--- config.mk ---
export PLATFORM = sky130hd
export DESIGN_NAME = pcim_arith_stage
export DESIGN_NICKNAME = d
export VERILOG_FILES = /design/src/rtl/core/pcim_pkg.sv /design/src/rtl/core/pcim_arith_stage.sv
export SDC_FILE = /design/constraint.sdc
export NUM_CORES = 2
export LEC_CHECK = 0
export BUFFER_PORTS_ARGS = -buffer_cell sky130_fd_sc_hd__buf_2
export CORE_ASPECT_RATIO = 2
export CORE_MARGIN = 5
export CORE_UTILIZATION = 45
export CTS_BUF_LIST = sky130_fd_sc_hd__clkbuf_8
export DETAILED_ROUTE_END_ITERATION = 12
export GPL_ROUTABILITY_DRIVEN = 0
export GPL_TIMING_DRIVEN = 1
export PLACE_DENSITY = 0.6
export SLEW_MARGIN = 30
export SYNTH_ARGS = -nofsm -noshare
export SYNTH_HDL_FRONTEND = slang
export SYNTH_SLANG_ARGS = --single-unit
--- constraint.sdc ---
create_clock -name clk_i -period 7.49 [get_ports clk_i]
set_clock_uncertainty 0.15 [all_clocks]
set_input_delay 0.3745 -clock clk_i [delete_from_list [all_inputs] [get_ports clk_i]]
set_output_delay 0.3745 -clock clk_i [all_outputs]
set_load 0.02 [all_outputs]
--- src/rtl/core/pcim_pkg.sv ---
// Shared types, constants and the divide-by-five helper for the carrier/integrator mixer.
package pcim_pkg;

  localparam int unsigned DATA_W  = 32;
  localparam int unsigned INTEG_W = 20;
  localparam int unsigned CARR_W  = 18;
  localparam int unsigned CNT_W   = 3;
  localparam int unsigned STEP_W  = 31;
  localparam int unsigned PROD_W  = 62;

  // Input slot numbers, compared against input_count
  localparam logic [CNT_W-1:0] SLOT_SOURCE = 3'd0;
  localparam logic [CNT_W-1:0] SLOT_PLANT  = 3'd1;
  localparam logic [CNT_W-1:0] SLOT_BIAS   = 3'd2;
  localparam logic [CNT_W-1:0] SLOT_GAIN   = 3'd3;
  localparam logic [CNT_W-1:0] SLOT_THRESH = 3'd4;

  // Result field numbers, compared against output_count
  localparam logic [CNT_W-1:0] OUT_ERROR   = 3'd0;
  localparam logic [CNT_W-1:0] OUT_MIX     = 3'd1;
  localparam logic [CNT_W-1:0] OUT_INTEG   = 3'd2;
  localparam logic [CNT_W-1:0] OUT_PULSE   = 3'd3;
  localparam logic [CNT_W-1:0] OUT_CARRIER = 3'd4;

  localparam logic [CNT_W-1:0]  COUNT_RESET  = 3'd5;
  localparam logic [DATA_W-1:0] CARRIER_MULT = 32'd45;
  localparam logic signed [36:0] INTEG_LIMIT = 37'sd262144;
  localparam logic [18:0] CARRIER_ONE = 19'd65536;
  // 5 * 2^31: shifts the mix numerator to a non-negative value, multiple of five
  localparam logic [34:0] MIX_OFFSET  = 35'd10737418240;
  // floor(2^24 / 5)
  localparam logic [21:0] DIV5_RECIP  = 22'd3355443;

  typedef enum logic [1:0] {
    REG_IN_COUNT  = 2'd0,
    REG_OUT_COUNT = 2'd1,
    REG_BIAS      = 2'd2,
    REG_THRESH    = 2'd3
  } reg_idx_e;

  typedef struct packed {
    logic [CNT_W-1:0]         in_count;
    logic [CNT_W-1:0]         out_count;
    logic signed [DATA_W-1:0] bias;
    logic signed [DATA_W-1:0] thresh;
  } cfg_t;

  // After the input register: slot-masked samples, clipped step
  typedef struct packed {
    logic signed [DATA_W-1:0] src;
    logic signed [DATA_W-1:0] plant;
    logic signed [DATA_W-1:0] gain;
    logic [STEP_W-1:0]        step_len;
  } s1_t;

  // After the product stage
  typedef struct packed {
    logic signed [DATA_W-1:0] err;
    logic                     err_neg;
    logic [PROD_W-1:0]        prod;
    logic [DATA_W-1:0]        phase_inc;
    logic signed [DATA_W-1:0] gain;
    logic [13:0]              mix_qa;
    logic [2:0]               mix_ra;
    logic [17:0]              mix_lo;
  } s2_t;

  // After the state stage
  typedef struct packed {
    logic signed [DATA_W-1:0]  err;
    logic signed [DATA_W-1:0]  gain;
    logic signed [INTEG_W-1:0] integ;
    logic signed [CARR_W-1:0]  carrier;
    logic [DATA_W-1:0]         mix_q;
  } s3_t;

  typedef struct packed {
    logic [18:0] q;
    logic [2:0]  r;
  } div5_t;

  // Quotient and remainder of a 21-bit value by five: reciprocal multiply,
  // then one correction step (estimate is never more than one low)
  function automatic div5_t div5(input logic [20:0] x);
    logic [42:0] prod;
    logic [18:0] q0;
    logic [21:0] rem;
    div5_t       res;
    prod = {22'b0, x} * {21'b0, DIV5_RECIP};
    q0   = prod[42:24];
    rem  = {1'b0, x} - ({3'b0, q0} + {1'b0, q0, 2'b00});
    if (rem >= 22'd5) begin
      res.q = q0 + 19'd1;
      res.r = 3'(rem - 22'd5);
    end else begin
      res.q = q0;
      res.r = rem[2:0];
    end
    return res;
  endfunction

endpackage

--- src/rtl/core/pcim_arith_stage.sv ---
// Product stage: saturated error, error*step product, phase increment, mix division front half.
module pcim_arith_stage (
  input  logic          clk_i,
  input  logic          rst_ni,
  input  logic          valid_i,
  input  pcim_pkg::s1_t data_i,
  output logic          ready_o,
  input  logic          ready_i,
  output logic          valid_o,
  output pcim_pkg::s2_t data_o
);

  logic          valid_q;
  logic          load;
  logic [32:0]   diff;
  logic [31:0]   err;
  logic [31:0]   emag;
  logic [34:0]   src_x, plant_x, num, ushift;
  pcim_pkg::div5_t hi_div;
  pcim_pkg::s2_t data_d, data_q;

  assign ready_o = ~valid_q | ready_i;
  assign load    = valid_i & ready_o;

  // Error, saturated to 32 bits
  always_comb begin
    diff = {data_i.src[31], data_i.src} - {data_i.plant[31], data_i.plant};
    if (diff[32] != diff[31]) begin
      err = diff[32] ? 32'h8000_0000 : 32'h7FFF_FFFF;
    end else begin
      err = diff[31:0];
    end
    emag = err[31] ? (~err + 32'd1) : err;
  end

  // Mix numerator 3*src + 2*plant, rounded quotient = floor((num + 2) / 5);
  // offset keeps it non-negative, then split into high and low digits
  always_comb begin
    src_x   = {{3{data_i.src[31]}}, data_i.src};
    plant_x = {{3{data_i.plant[31]}}, data_i.plant};
    num     = (src_x << 1) + src_x + (plant_x << 1);
    ushift  = num + 35'd2 + pcim_pkg::MIX_OFFSET;
    hi_div  = pcim_pkg::div5({4'b0, ushift[34:18]});
  end

  always_comb begin
    data_d.err       = err;
    data_d.err_neg   = err[31];
    data_d.prod      = 62'(emag) * 62'(data_i.step_len);
    data_d.phase_inc = {1'b0, data_i.step_len} * pcim_pkg::CARRIER_MULT;
    data_d.gain      = data_i.gain;
    data_d.mix_qa    = hi_div.q[13:0];
    data_d.mix_ra    = hi_div.r;
    data_d.mix_lo    = ushift[17:0];
  end

  always_ff @(posedge clk_i or negedge rst_ni) begin
    if (!rst_ni) begin
      valid_q <= 1'b0;
    end else if (ready_o) begin
      valid_q <= valid_i;
    end
  end

  always_ff @(posedge clk_i) begin
    if (load) begin
      data_q <= data_d;
    end
  end

  assign valid_o = valid_q;
  assign data_o  = data_q;

endmodule

# Word-level counts from Yosys, hierarchy flattened
# Index checks and enable logic that the tools add are counted.
word_totals:
  reg_bits: 195
  out_inout_bits: 196
op_classes:
  n_lt_le_gt_ge: 1
  bitwise_logic: 4
  n_addsub: 10
  mux: 4
  n_mul: 3
  n_eq_ne: 1
op_table:
  columns: ["cell", "n"]
  rows:
  - ["$mux W32", 3]
  - ["$mul A32 B31 Y62", 1]
  - ["$mul A17 B22 Y39 const B", 1]
  - ["$add A34 B33 Y35", 1]
  - ["$add A35 B2 Y35 const B", 1]
  - ["$add A35 B34 Y35 const B", 1]
  - ["$add A33 B32 Y34", 1]
  - ["$sub A32 B32 Y33", 1]
  - ["$add A32 B1 Y32 const B", 1]
  - ["$mul A31 B6 Y32 const B", 1]
  - ["$not A32 Y32", 1]
  - ["$ge A22 B3 Y1 const B", 1]
  - ["$sub A17 B18 Y19", 1]
  - ["$add A15 B17 Y18", 1]
  - ["$mux W17", 1]
  - ["$add A14 B1 Y14 const B", 1]
  - ["$sub A3 B3 Y3 const B", 1]
  - ["$and A1 B1 Y1", 1]
  - ["$ne A1 B1 Y1", 1]
  - ["$not A1 Y1", 1]
  - ["$or A1 B1 Y1", 1]

# Logic depth before layout (Yosys ltp)
logic_depth:
  depth_word: 9
  depth_mapped: 60

# Least setup slack after synthesis
# OpenSTA, ideal clock, no wires.
synth_path:
  path_kind: "input-to-reg"
  from: "input port data_i[64] in the netlist's numbering"
  to: "register data_q, in the netlist data_o[33] (data pin)"
  t_arrival_ns: 13.112
  required_ns: 7.080
  stages: 55
  slack_ns: -6.032
  cell_sequence: "inv_1 > fa_1 > inv_1 > ha_1 > ha_1 > fa_1 > a211oi_1 > o21ai_1 > a21oi_1 > o21ai_2 > a221o_1 > a21oi_1 > o21bai_1 > a31oi_1 > o311ai_0 > o311a_1 > a21o_1 > a21oi_1 > (+19 left out) > nand2b_1 > xor2_1 > xnor2_1 > ha_1 > ha_1 > clkbuf_1 > a21oi_1 > o22ai_1 > or4_1 > nor4_1 > nand4b_1 > or4b_1 > a2111oi_2 > buf_4 > nand3b_1 > nor3_1 > nand4_1 > xnor2_1"
synth_lines:
  columns: ["element", "line_no", "source"]
  rows:
  - ["start, declared", "pcim_arith_stage.sv:6", "input pcim_pkg::s1_t data_i,"]
  - ["end signal, assigned", "pcim_arith_stage.sv:67", "data_q <= data_d;"]
  - ["end, declared", "pcim_arith_stage.sv:20", "pcim_pkg::s2_t data_d, data_q;"]

==> results.json <==
{
  "avgSynthCellArea_sq_um": 9.294,
  "multi_input_area_sq_um": 43150,
  "ff_latch_area_sq_um": 5821,
  "post-route-period-util_pct": 167.7,
  "portBuffers": 326,
  "rows": 175,
  "io_pins": 327,
  "end_kind": "flip-flop",
  "finalWorstSetupSlack_ns": -5.071,
  "dpl.hpwl_um": 151300,
  "grt_pass1_wl_um": 276400,
  "die_h_um": 487.3,
  "synth_async_sr_flop_share_pct": 0.5155,
  "ys.flop_type": "edfxtp_1",
  "crit_cells": 60,
  "worst_pin_slew_ns": 0.8906,
  "setup_viol": 74,
  "final_nets": 8592,
  "wl_per_cell_um": 21.65,
  "maxCapViolCount": 0,
  "route.detailed.drc": 0,
  "worstPathRequired_ns": 7.78,
  "dr.pass1.iters": 8,
  "hold_viol_final": 0,
  "syn-num-nets": 7221,
  "drive_gt1_share_pct": 30.81,
  "cts_num_sinks": 194,
  "placed_cell_area_sq_um": 62990,
  "cpMaxStageDelayCell": "fa_2",
  "cts_tree": "done",
  "crit_type": "input pin to flip-flop",
  "fin_area_sq_um": 68360,
  "violations": "setup timing",
  "num_vias": 44270,
  "synth-warning-count": 0,
  "areaGrowthSynthToFinish_pct": 33.35,
  "grt_max_degree": 112,
  "yosys.area.top_type": "fa_1",
  "crit_family": "adder cells",
  "die-area_sq_um": 121200,
  "cts_buffer_depth": 2,
  "postRouteAntennaNets": 0,
  "hold_path_class": "input pin to flip-flop",
  "cts_buffers": 17,
  "reg2regPathDepth": 3,
  "viasPerCell": 5.265,
  "critPathLaunchType": "input pin",
  "core_sq_um": 113400,
  "synth-seq-area-share_pct": 11.35,
  "die_w_um": 248.7,
  "grt-ovfl-total": 0,
  "grt_use_total_pct": 30.07,
  "htreeDepth": 4,
  "synth_edf_count": 193,
  "synthesis.area_sq_um": 51260,
  "max_slew_margin_pct": 40.36,
  "crit_fanout": 3,
  "grt_pass1_vias": 49870,
  "clk_latency_ns": 0.64,
  "max_freq_ghz": 0.07961,
  "report.final.slew_viol_count": 0,
  "synth.distinct_cells": 98,
  "clkTransAtPathRegs_ns": 0.15,
  "synthCells": 5516,
  "n_fill_cell": 9770,
  "cpPeakStageDelay_ns": 0.61,
  "rsz0062_at_grt": "true",
  "root_buffer": "clkbuf_8",
  "start_util_pct": 45.20,
  "synth-seq-cells": 194,
  "status": "finished with violations",
  "antenna_found_initial": 8,
  "synth_area_leaders": "fa_1, ha_1, edfxtp_1",
  "synth_top_area_share_pct": 40.18,
  "path_buf_inv": 15,
  "hold_depth": 2,
  "drtIter0Drc": 1986,
  "drt_wl_total_um": 182000,
  "critical_path_arrival_ns": 12.85,
  "min_period_ns": 12.56
}
[metal layers]
| metal | vias to the layer above | GRT usage [%] | share of wire, % |
|---|---|---|---|
| met1 | 22330 | 25.38 | 29 |
| met4 | 6 | 28.64 | 12 |
| li1 | 19650 | - | - |
| met5 | - | 0 | 0.018 |
| met2 | 1494 | 57.33 | 54 |
| met3 | 793 | 5.580 | 4.9 |
[cells by family (layout without fill, tap and decap cells)]
group / after synthesis / after routing / synth area share, %
AO/OA/AOI/OAI: 586 / 586 / 7.630
AND/OR/NAND/NOR: 1481 / 1481 / 13.04
XOR/XNOR: 188 / 188 / 3.227
flip-flops: 194 / 194 / 11.35
multiplexers: 15 / 15 / 0.3026
adder cells (fa/ha/maj): 1574 / 1574 / 53.49
other: 0 / 4 / 0
buffers and inverters: 1478 / 2862 / 10.96
[what timing repair did]
item,4_1_cts,5_1_grt
hold buffers,38,0
gates cloned,2,0
endpoints found under the hold margin,36,0
pin swaps,245,214
endpoints found under the setup margin,75,74
gates resized for setup,396,298
buffers inserted,109,81
[synth_stat cells (5+ instances only)]
| cell type | instances |
|---|---|
| or3_1 | 7 |
| nand3_1 | 40 |
| nor2b_1 | 24 |
| buf_2 | 42 |
| nor3_1 | 34 |
| a31o_2 | 6 |
| edfxtp_1 | 193 |
| a21oi_1 | 170 |
| and2_1 | 232 |
| fa_1 | 1029 |
| o21a_1 | 23 |
| a21o_1 | 99 |
| a31oi_1 | 23 |
| o21ai_1 | 5 |
| or2_2 | 8 |
| ha_1 | 545 |
| nor4_1 | 8 |
| clkbuf_1 | 174 |
| and3_1 | 24 |
| mux2i_1 | 11 |
| inv_1 | 1252 |
| a21boi_0 | 12 |
| o31ai_1 | 13 |
| nand2b_1 | 22 |
| o21ai_0 | 87 |
| o21bai_1 | 27 |
| a211oi_1 | 17 |
| o2111ai_1 | 5 |
| a221oi_1 | 5 |
| xor2_1 | 67 |
| nand4_1 | 20 |
| xnor2_1 | 120 |
| nand2_1 | 876 |
| o22ai_1 | 8 |
| o211ai_1 | 13 |
| nor2_1 | 158 |
[state kept, by name, indices dropped and copies added (netlist names)]
| name | flops |
|---|---|
| data_o | 193 |
| valid_o | 1 |
[area by class of cell]
class,count,share of cell area (%)
multi-input cells,3844,63.12
repair buffers,1576,18.10
flip-flops and latches,194,8.515
inverters,1254,6.906
well taps,1504,2.753
clock buffers,17,0.3423
clock inverters,15,0.2526
diodes,4,0.01464
[placed cells by master, fill, tap and decap left out, types with 70 or more instances in the layout]
master,n
inv_1,1179
buf_4,1036
fa_1,979
nand2_1,834
ha_1,467
buf_2,324
and2_1,227
edfxtp_1,193
nor2_1,124
a21oi_1,108
buf_6,104
a21o_1,98
xnor2_1,91
ha_4,75
inv_2,70
[path summary, 6_finish.rpt]
path	slack, ns	endpoint	start
max in group asynchronous	6.69	valid_o$_DFFE_PN0N_	rst_ni
hold / removal	0.19	data_o[67]$_DFFE_PP_	data_i[0]
hold reg to reg	0.86	data_o[62]$_DFFE_PP_	valid_o$_DFFE_PN0N_
setup reg to reg	5.08	data_o[178]$_DFFE_PP_	valid_o$_DFFE_PN0N_
min in group asynchronous	0.40	valid_o$_DFFE_PN0N_	rst_ni
setup / recovery	-5.07	data_o[33]$_DFFE_PP_	data_i[64]
[worst reg2reg max path, delay by kind of cell, from the launching register on]
kind | cells | cell delay [ns]
buffers and inverters | 1 | 0.80
AND/OR/NAND/NOR | 2 | 0.61
flip-flops | 1 | 0.40
[stage by stage]
stage | hold WS, ns | std cells | utilization [%] | setup TNS, ns | setup slack (ns)
floorplan | -0.07109 | 5516 | - | -266.80 | -4.870
global placement | -0.001301 | 8172 | 55.54 | -382.54 | -6.545
detailed placement | 0.001076 | 8172 | 55.54 | -388.32 | -6.579
CTS | 0.1051 | 8345 | 58.64 | -286.97 | -5.057
global route | 0.1421 | 8408 | 60.27 | -324.98 | -5.514
finish | 0.1883 | 8408 | 60.27 | -299.44 | -5.071
Power is left out: the tool's default activity adds up to more than one toggle a clock period on the data nets, which glitch-free logic cannot reach.
