--- src/rtl/core/pcim_pkg.sv ---
// Shared types, constants and the divide-by-five helper for the carrier/integrator mixer.
package pcim_pkg;

  localparam int unsigned DATA_W  = 32;
  localparam int unsigned INTEG_W = 20;
  localparam int unsigned CARR_W  = 18;
  localparam int unsigned CNT_W   = 3;
  localparam int unsigned STEP_W  = 31;
  localparam int unsigned PROD_W  = 62;

  // Input slot numbers, compared against input_count
  localparam logic [CNT_W-1:0] SLOT_SOURCE = 3'd0;
  localparam logic [CNT_W-1:0] SLOT_PLANT  = 3'd1;
  localparam logic [CNT_W-1:0] SLOT_BIAS   = 3'd2;
  localparam logic [CNT_W-1:0] SLOT_GAIN   = 3'd3;
  localparam logic [CNT_W-1:0] SLOT_THRESH = 3'd4;

  // Result field numbers, compared against output_count
  localparam logic [CNT_W-1:0] OUT_ERROR   = 3'd0;
  localparam logic [CNT_W-1:0] OUT_MIX     = 3'd1;
  localparam logic [CNT_W-1:0] OUT_INTEG   = 3'd2;
  localparam logic [CNT_W-1:0] OUT_PULSE   = 3'd3;
  localparam logic [CNT_W-1:0] OUT_CARRIER = 3'd4;

  localparam logic [CNT_W-1:0]  COUNT_RESET  = 3'd5;
  localparam logic [DATA_W-1:0] CARRIER_MULT = 32'd45;
  localparam logic signed [36:0] INTEG_LIMIT = 37'sd262144;
  localparam logic [18:0] CARRIER_ONE = 19'd65536;
  // 5 * 2^31: shifts the mix numerator to a non-negative value, multiple of five
  localparam logic [34:0] MIX_OFFSET  = 35'd10737418240;
  // floor(2^24 / 5)
  localparam logic [21:0] DIV5_RECIP  = 22'd3355443;

  typedef enum logic [1:0] {
    REG_IN_COUNT  = 2'd0,
    REG_OUT_COUNT = 2'd1,
    REG_BIAS      = 2'd2,
    REG_THRESH    = 2'd3
  } reg_idx_e;

  typedef struct packed {
    logic [CNT_W-1:0]         in_count;
    logic [CNT_W-1:0]         out_count;
    logic signed [DATA_W-1:0] bias;
    logic signed [DATA_W-1:0] thresh;
  } cfg_t;

  // After the input register: slot-masked samples, clipped step
  typedef struct packed {
    logic signed [DATA_W-1:0] src;
    logic signed [DATA_W-1:0] plant;
    logic signed [DATA_W-1:0] gain;
    logic [STEP_W-1:0]        step_len;
  } s1_t;

  // After the product stage
  typedef struct packed {
    logic signed [DATA_W-1:0] err;
    logic                     err_neg;
    logic [PROD_W-1:0]        prod;
    logic [DATA_W-1:0]        phase_inc;
    logic signed [DATA_W-1:0] gain;
    logic [13:0]              mix_qa;
    logic [2:0]               mix_ra;
    logic [17:0]              mix_lo;
  } s2_t;

  // After the state stage
  typedef struct packed {
    logic signed [DATA_W-1:0]  err;
    logic signed [DATA_W-1:0]  gain;
    logic signed [INTEG_W-1:0] integ;
    logic signed [CARR_W-1:0]  carrier;
    logic [DATA_W-1:0]         mix_q;
  } s3_t;

  typedef struct packed {
    logic [18:0] q;
    logic [2:0]  r;
  } div5_t;

  // Quotient and remainder of a 21-bit value by five: reciprocal multiply,
  // then one correction step (estimate is never more than one low)
  function automatic div5_t div5(input logic [20:0] x);
    logic [42:0] prod;
    logic [18:0] q0;
    logic [21:0] rem;
    div5_t       res;
    prod = {22'b0, x} * {21'b0, DIV5_RECIP};
    q0   = prod[42:24];
    rem  = {1'b0, x} - ({3'b0, q0} + {1'b0, q0, 2'b00});
    if (rem >= 22'd5) begin
      res.q = q0 + 19'd1;
      res.r = 3'(rem - 22'd5);
    end else begin
      res.q = q0;
      res.r = rem[2:0];
    end
    return res;
  endfunction

endpackage

--- src/rtl/core/pcim_state_stage.sv ---
// State stage: clamped integrator, carrier phase accumulator, triangle, mix division back half.
module pcim_state_stage (
  input  logic          clk_i,
  input  logic          rst_ni,
  input  logic          valid_i,
  input  pcim_pkg::s2_t data_i,
  output logic          ready_o,
  input  logic          ready_i,
  output logic          valid_o,
  output pcim_pkg::s3_t data_o
);

  logic               valid_q;
  logic               load;
  logic [64:0]        prod5;
  logic [34:0]        inc;
  logic signed [36:0] integ_ext, integ_sum;
  logic signed [19:0] integ_d, integ_q;
  logic [31:0]        phase_d, phase_q;
  logic [31:0]        phase_neg;
  logic [17:0]        tri_mag;
  logic [18:0]        carrier_x;
  pcim_pkg::div5_t    lo_div;
  pcim_pkg::s3_t      data_d, data_q;

  assign ready_o = ~valid_q | ready_i;
  assign load    = valid_i & ready_o;

  // Increment = floor(5 * |e| * d / 2^30), applied with the error's sign, then clamped
  always_comb begin
    prod5     = {3'b0, data_i.prod} + {1'b0, data_i.prod, 2'b00};
    inc       = prod5[64:30];
    integ_ext = {{17{integ_q[19]}}, integ_q};
    integ_sum = data_i.err_neg ? (integ_ext - {2'b0, inc}) : (integ_ext + {2'b0, inc});
    if (integ_sum > pcim_pkg::INTEG_LIMIT) begin
      integ_d = 20'(pcim_pkg::INTEG_LIMIT);
    end else if (integ_sum < -pcim_pkg::INTEG_LIMIT) begin
      integ_d = 20'(-pcim_pkg::INTEG_LIMIT);
    end else begin
      integ_d = integ_sum[19:0];
    end
  end

  // Phase wraps mod 2^32; triangle folds at half a turn
  always_comb begin
    phase_d   = phase_q + data_i.phase_inc;
    phase_neg = 32'd0 - phase_d;
    tri_mag   = phase_d[31] ? phase_neg[31:14] : {1'b0, phase_d[30:14]};
    carrier_x = {1'b0, tri_mag} - pcim_pkg::CARRIER_ONE;
  end

  // Low digit of the mix division
  always_comb begin
    lo_div = pcim_pkg::div5({data_i.mix_ra, data_i.mix_lo});
  end

  always_comb begin
    data_d.err     = data_i.err;
    data_d.gain    = data_i.gain;
    data_d.integ   = integ_d;
    data_d.carrier = carrier_x[17:0];
    data_d.mix_q   = {data_i.mix_qa, lo_div.q[17:0]};
  end

  always_ff @(posedge clk_i or negedge rst_ni) begin
    if (!rst_ni) begin
      valid_q <= 1'b0;
      integ_q <= '0;
      phase_q <= '0;
    end else begin
      if (ready_o) begin
        valid_q <= valid_i;
      end
      if (load) begin
        integ_q <= integ_d;
        phase_q <= phase_d;
      end
    end
  end

  always_ff @(posedge clk_i) begin
    if (load) begin
      data_q <= data_d;
    end
  end

  assign valid_o = valid_q;
  assign data_o  = data_q;

  // Integrator never leaves +/-4.0
  a_integ_range: assert property (@(posedge clk_i) disable iff (!rst_ni)
    (integ_q <= 20'sd262144) && (integ_q >= -20'sd262144))
    else $error("integrator out of range");

  // State moves only when a word enters this stage
  a_state_hold: assert property (@(posedge clk_i) disable iff (!rst_ni)
    !load |=> ($stable(integ_q) && $stable(phase_q)))
    else $error("state changed without a word");

  // A zero step leaves both accumulators untouched
  a_zero_step: assert property (@(posedge clk_i) disable iff (!rst_ni)
    (load && data_i.prod == '0 && data_i.phase_inc == '0)
      |=> ($stable(integ_q) && $stable(phase_q)))
    else $error("zero step advanced state");

endmodule

--- config.mk ---
export PLATFORM = sky130hd
export DESIGN_NAME = pcim_state_stage
export DESIGN_NICKNAME = d
export VERILOG_FILES = /design/src/rtl/core/pcim_pkg.sv /design/src/rtl/core/pcim_state_stage.sv
export SDC_FILE = /design/constraint.sdc
export NUM_CORES = 1
export LEC_CHECK = 0
export ABC_AREA = 1
export BUFFER_PORTS_ARGS = -buffer_cell sky130_fd_sc_hd__clkbuf_2
export CAP_MARGIN = 20
export CORE_MARGIN = 3
export CORE_UTILIZATION = 36
export CTS_CLUSTER_DIAMETER = 50
export DETAILED_ROUTE_END_ITERATION = 8
export MAX_ROUTING_LAYER = met4
export PLACE_DENSITY = 0.58
export SLEW_MARGIN = 20
export SYNTH_ARGS = -nofsm -noshare
export SYNTH_HDL_FRONTEND = slang
export SYNTH_SLANG_ARGS = --single-unit
--- constraint.sdc ---
create_clock -name clk_i -period 7.1 [get_ports clk_i]
set_clock_uncertainty 0.15 [all_clocks]
set_input_delay 0.355 -clock clk_i [delete_from_list [all_inputs] [get_ports clk_i]]
set_output_delay 0.355 -clock clk_i [all_outputs]
set_load 0.01 [all_outputs]
## After elaboration in Yosys (flattened, before gate mapping)

Cells that the tools add are included.

| cells by class | value |
|---|---|
| bitwise logic cells | 3 |
| multipliers | 1 |
| $add $sub $neg | 10 |
| muxes and demuxes | 5 |
| magnitude comparators | 3 |

Operators by type and width:

| cell | number |
|---|---|
| $add A62 B64 Y65 | 1 |
| $mul A21 B22 Y43 const B | 1 |
| $mux W20 | 2 |
| $add A20 B36 Y37 | 1 |
| $gt A37 B20 Y1 const B | 1 |
| $lt A37 B19 Y1 const B | 1 |
| $mux W37 | 1 |
| $sub A20 B36 Y37 | 1 |
| $add A32 B32 Y32 | 1 |
| $sub A1 B32 Y32 const A | 1 |
| $add A19 B21 Y22 | 1 |
| $ge A22 B3 Y1 const B | 1 |
| $sub A21 B22 Y22 | 1 |
| $mux W21 | 1 |
| $add A18 B1 Y18 const B | 1 |
| $mux W18 | 1 |
| $sub A18 B17 Y18 const B | 1 |
| $sub A3 B3 Y3 const B | 1 |
| $and A1 B1 Y1 | 1 |
| $not A1 Y1 | 1 |
| $or A1 B1 Y1 | 1 |

| word-level totals | value |
|---|---|
| bits in registers | 187 |

## Longest topological paths before layout

Gate-level depths: netlist of the first run.

| logic depth | value |
|---|---|
| word-level depth | 6 |
| gate-level depth with buffers | 47 |
| depth with buffers taken out | 46 |

## Worst setup path after synthesis of the first run

Ideal clock, no wire load.

| path | value |
|---|---|
| path kind | input port to flip-flop |
| start point | input port data_i[10] (netlist bit) |
| end point | register data_q (netlist bit data_o[2]), data pin |
| arrival | 8.212 ns |
| setup slack | -1.520 ns |
| setup time | 0.258 ns |
| data required time | 6.692 ns |
| cell stages on the path | 43 |
| path through | inv_1 ha_1 fa_1 inv_1 fa_1 fa_1 inv_1 fa_1 inv_1 fa_1 inv_1 fa_1 inv_1 ha_1 a21oi_1 inv_1 a21oi_1 inv_1 [... 7 more ...] fa_1 inv_1 ha_1 nand2_1 inv_1 a21oi_1 o21ai_1 nand2_1 nand2_1 a21oi_1 o21a_1 xor2_1 nand2_1 nor4_2 nand3_1 clkbuf_2 o21ai_0 nand2_1 |

RTL lines:

| item | line | source |
|---|---|---|
| start, declared | pcim_state_stage.sv:6 | `input pcim_pkg::s2_t data_i,` |
| end signal, assigned | pcim_state_stage.sv:83 | `data_q <= data_d;` |
| end, declared | pcim_state_stage.sv:24 | `pcim_pkg::s3_t data_d, data_q;` |

==> reports/qor.txt, run 1 <==
Status: finished, violations left
Failing checks: setup timing
IO Port Bufs: 333
Final core utilization: 47.8%
Mapped Nets: 4507
Final period utilization: 116%
Routed Antenna Nets: 0
RSZ-0062 raised after global routing: true
Violation count after the first detailed-route iteration: 1751
Layout area overhead: 31.0%
Setup CP Type: in -> reg
Die width: 275 µm
HP Class: in -> reg
Yosys reg bits: 187
Gr ovfl total: 0
Clk_lat worst skew: 490 ps
Synth Cell Area: 26100 µm²
YS warnings: 0
Slew HR: 27.9%
Critical path fanouts, max: 10
Arr. time, crit path: 8300 ps
Total global routing track utilization: 23.6%
Clk slew on worst S/H paths: 80 ps
Crit. End Element: flop
Die ar.: 75900 µm²
CTS max path bufs: 2
Starting density of the core: 36.4%
TritonCTS clock tree: built
Ys flop type: edfxtp_1
Post-layout instance area: 34300 µm²
DP Wirelength: 75500 µm
First-pass DRT Iterations: 6
CTS Sinks: 187
Tightest Pin Transition: 1080 ps
Crit-path max cell delay: 610 ps
Final setup TNS: -19560 ps
Slowest CP cell: fa_1
Synth Instances: 3882
Setup crit start kind: primary input
Global-route wire length before repair: 137000 µm
Post-Syn Area per Cell: 6.73 µm²
Worst slack, placed: -1880 ps
CORE AREA: 71700 µm²
Fill cells: 7361
Post-synth cell types: 54
Post-synth EDFFs: 134
Worst setup margin: -1120 ps
DRC viols: 0
Final WL: 87900 µm
Share of post-route cells with drive strength above 1: 21.1%
Routability Congestion: 1.03
Count of final setup violators: 18
Site row count: 98
Fin nets: 5276
Post-route minimum period: 8220 ps
DR WL/cell: 15.6 µm
Async S/R FF share, synth: 28.3%
DIE HEIGHT: 275 µm
Vias per cell: 4.76
Total CTS buffers: 17
Register area share after synthesis: 20.5%
Vias in the first global route: 26100
Root Buffer: clkbuf_16
Data required, critical path: 7180 ps
Max Cap Viol: 0
Num ports: 334
DP Area: 31600 µm²
Fmax: 122 MHz
Pins Over Slew Limit: 0
Hold Violations, Final: 0
Initial antenna violation count: 6
Via Count: 26800
Largest net degree at the start of global routing: 84
H-tree depth: 4
[final cells by class]
cell class	count	area (µm²)	share of cell area, %
Timing Repair Buffer	774	5310	15.5
Antenna cell	6	15.0	0.0438
Inverter	789	2970	8.68
Sequential cell	187	5350	15.6
Clock buffer	17	425	1.24
Clock inverter	15	221	0.647
Tap cell	950	1190	3.47
Multi-Input combinational cell	2882	18800	54.8
[logic make-up after synthesis]
logic type                 Yosys count  synth area share [%]
and+or+nand+nor                   1847                  29.4
buffers and inverters              813                  11.8
AOI/OAI and AO/OA                  456                  9.74
adders and majority gates          427                  23.5
DFF                                187                  20.5
xor gates and xnor gates           152                  5.12
[Yosys cell counts (7+ instances only)]
master	count	area share, %
nand2_1	1116	16
inv_1	776	11
nor2_1	368	5.3
ha_1	322	15
a21oi_1	201	3.8
nand3_1	161	3.1
o21ai_0	141	2.7
edfxtp_1	134	15
xor2_1	123	4.1
fa_1	105	8.0
nand4_1	69	1.7
dfrtp_1	53	5.1
nor3_1	37	0.71
xnor2_1	28	0.94
o21bai_1	25	0.72
or2_2	21	0.50
a21o_1	17	0.49
nand3b_1	16	0.46
nor2_2	15	0.36
nor4_1	15	0.36
a31oi_1	14	0.34
clkbuf_1	10	0.14
o21ai_1	10	0.19
inv_2	9	0.13
o21a_1	9	0.26
o211ai_1	8	0.23
o31ai_1	8	0.23
a21boi_0	7	0.20
buf_2	7	0.13
nand2_2	7	0.17
[final timing paths]
kind / startpoint / to / slack (ps) / cells after the start
min reg2reg: integ_q[0] / integ_q[0] / 340 / 2
max reg2reg: phase_q[0] / data_o[39] / 3060 / 16
min: ready_i / valid_o / 70 / 4
max in group asynchronous: rst_ni / phase_q[29] / 5840 / 3
min in group asynchronous: rst_ni / integ_q[7] / 400 / 3
max: data_i[7] / data_o[8] / -1120 / 44
[routing by layer]
metal | global-route usage, % | up-vias | routed length, µm
met4 | 5.00 | 0 | 1710
met5 | - | - | 0
met2 | 37.8 | 560 | 40500
li1 | - | 13900 | -
met3 | 3.53 | 88 | 4210
met1 | 31.6 | 12300 | 41500
[stage by stage]
step           cells  hold slack, ps
2_1_floorplan   3882           -90.6
3_3_place_gp    5470             314
3_5_place_dp    5470             323
4_1_cts         5607            7.24
5_1_grt         5620            77.5
6_report        5620            70.2
[registers in the layout, indices dropped and copies added, names as in the netlist]
signal and count:
integ_q 20, valid_o 1, data_o 134, phase_q 32
[worst max-delay path, delay by kind of cell]
family,cells,cell delay [ps]
buf+inv,14,1370
compound gates,3,330
fa+ha+maj,10,4120
simple gates,15,1810
xor+xnor,2,320
[cells in the final DEF (no fill, tap or decap), types with 99 or more instances in the layout]
cell      synthesis  routed
nand2_1        1116    1084
inv_1           776     756
nor2_1          368     354
buf_4             0     351
clkbuf_2          1     330
ha_1            322     289
a21oi_1         201     175
nand3_1         161     156
edfxtp_1        134     134
o21ai_0         141     118
xor2_1          123     114
fa_1            105      99
[timing repair]
action / CTS / global route
hold endpoints to repair: 131 / 0
resized for setup: 106 / 87
pin swaps: 50 / 51
hold buffers: 79 / 0
endpoints found under the setup margin: 18 / 18
setup buffers: 23 / 8
gates cloned: 3 / 0
Power of run 1 is not shown: default switching activity piles up to over one toggle a cycle in this logic, so the estimate is an artifact.
==> run 2: changes to the inputs <==
--- a/config.mk
+++ b/config.mk
@@ -20 +20,2 @@
 export SYNTH_SLANG_ARGS = --single-unit
+export TNS_END_PERCENT = 50
--- a/constraint.sdc
+++ b/constraint.sdc
@@ -4,2 +4,2 @@
 set_output_delay 0.355 -clock clk_i [all_outputs]
-set_load 0.01 [all_outputs]
+set_load 0.1 [all_outputs]
==> run 2 against run 1 <==
Compared with the run above:
- the flow still finishes with violations (setup timing)
- global-route usage shrank 0.21 points
- register-to-register slack lost 100 ps
- count of clock-buffer cells in the layout is the same
- sequential share of layout area grew 0.20 points
- core utilization shrank 0.59 points
- critical path type unchanged
==> reports/qor.txt, run 2 (synthesized netlist as in run 1, its figures left out) <==
Most common cell after layout, fill and taps aside: nand2_1
Data required, critical path: 7180 ps (about the same)
Tightest Pin Transition: 963 ps (-118 ps)
Placed cell count: 5465 (-0.091%)
Arr. time, crit path: 8330 ps (+30 ps)
First-pass DRT Iterations: 5 (-1)
Max Cap Viol: 0 (unchanged)
IO Port Bufs: 333 (unchanged)
Layout area overhead: 29.4%
Crit. End Element: flop
DP Area: 31600 µm² (-0.12%)
Most frequent cells in the layout: nand2_1, inv_1, nor2_1
Count of final setup violators: 18 (unchanged)
Num ports: 334 (unchanged)
Final WL: 87300 µm (-0.68%)
CTS max path bufs: 2 (unchanged)
H-tree depth: 4 (unchanged)
Die width: 275 µm (unchanged)
Site row count: 98 (unchanged)
Gr ovfl total: 0 (unchanged)
Initial antenna violation count: 7 (+1)
Top layer in use: met4
Crit-path max cell delay: 580 ps (-30 ps)
Hold Violations, Final: 0 (unchanged)
Share of post-route cells with drive strength above 1: 20.0% (-1.0 points)
DIE HEIGHT: 275 µm (unchanged)
Clk_lat worst skew: 480 ps (about the same)
DR WL met2: 40200 µm (-0.74%)
Starting density of the core: 36.4% (unchanged)
Violation count after the first detailed-route iteration: 1461 (-17%)
Clk slew on worst S/H paths: 80 ps (about the same)
Largest register FFs: 134 (unchanged)
Routed Antenna Nets: 0 (unchanged)
Met3 WL: 4270 µm (+1.6%)
Slowest CP cell: fa_1
Critical path fanouts, max: 13 (+3)
Final period utilization: 116% (+0.44 points)
DRC viols: 0 (unchanged)
Fill cells: 7355 (-0.082%)
Root Buffer: clkbuf_16
DP Wirelength: 75000 µm (-0.67%)
Post-layout instance area: 33800 µm² (-1.2%)
Setup crit start kind: primary input
Die ar.: 75900 µm² (unchanged)
CTS Sinks: 187 (unchanged)
RSZ-0062 raised after global routing: true
Final std cells w/o fill: 5599 (-0.37%)
Status: finished, violations left
DR WL/cell: 15.6 µm (-0.31%)
Routability Congestion: 1.01 (-1.5%)
Via Count: 26700 (-0.44%)
Slew HR: 35.8% (+7.9 points)
Routed length on met1: 41500 µm (about the same)
Setup CP Type: in -> reg
Pins Over Slew Limit: 0 (unchanged)
HP Class: in -> reg
Top cell by count, worst path: fa_1
CORE AREA: 71700 µm² (unchanged)
Fin nets: 5256 (-0.38%)
Fmax: 121 MHz (-0.38%)
TritonCTS clock tree: built
Failing checks: setup timing
Total CTS buffers: 17 (unchanged)
Worst setup margin: -1150 ps (-31.2 ps)
Post-route minimum period: 8250 ps (+31.2 ps)
Buffers & Inverters on Critical Path: 12 (-2)
Largest net degree at the start of global routing: 89 (+6.0%)
Crit path max-delay family: adder cells
Vias in the first global route: 25900 (-0.60%)
Global-route wire length before repair: 136000 µm (-0.78%)
Total global routing track utilization: 23.4% (-0.21 points)
Vias per cell: 4.76 (about the same)
run 2: metrics by stage:
stage / worst slack, ps / setup TNS [ps] / util (%) / hold slack, ps
global placement: -1810 / -31890 / 44.0 / 317
CTS: -1030 / -18110 / 46.9 / 11.1
detailed placement: -1870 / -32760 / 44.0 / 321
global route: -1520 / -26720 / 47.2 / 72.4
finish: -1150 / -20120 / 47.2 / 57.2
floorplan: -1000 / -17400 / - / -90.6
run 2: worst min-delay path: cells and delay by family:
family	cells	cell delay (ps)
buffers and inverters	2	100
and+or+nand+nor	2	170
run 2: cell type report:
cell class | instances | area, µm² | area share, %
Antenna cell | 5 | 12.5 | 0.0370
Clock buffer | 17 | 425 | 1.26
Clock inverter | 15 | 218 | 0.644
Inverter | 789 | 2970 | 8.79
Multi-Input combinational cell | 2882 | 18500 | 54.7
Sequential cell | 187 | 5350 | 15.8
Tap cell | 950 | 1190 | 3.51
Timing Repair Buffer | 754 | 5150 | 15.2
run 2: metal layers:
| metal | vias up | global-route usage, % |
|---|---|---|
| met5 | - | - |
| li1 | 13800 | - |
| met4 | 0 | 4.17 |
| met2 | 614 | 38.0 |
| met1 | 12100 | 31.4 |
| met3 | 82 | 3.10 |
run 2: worst paths after layout:
path | endpoint | cells after the start | start | slack [ps]
setup / recovery | data_o[0] | 42 | data_i[7] | -1150
hold / removal | valid_o | 4 | ready_i | 60
setup reg to reg | data_o[39] | 16 | phase_q[0] | 2960
hold reg to reg | integ_q[0] | 2 | integ_q[0] | 340
max in group asynchronous | integ_q[19] | 3 | rst_ni | 5830
min in group asynchronous | integ_q[8] | 3 | rst_ni | 410
run 2: timing repair:
item / CTS / global route
hold endpoints to repair: 131 / 0
resized for setup: 94 / 48
hold buffers: 79 / 0
pin swaps: 32 / 36
endpoints found under the setup margin: 18 / 18
cloned: 3 / 0
setup buffers: 12 / 3
Power of run 2 is left out for the same reason.
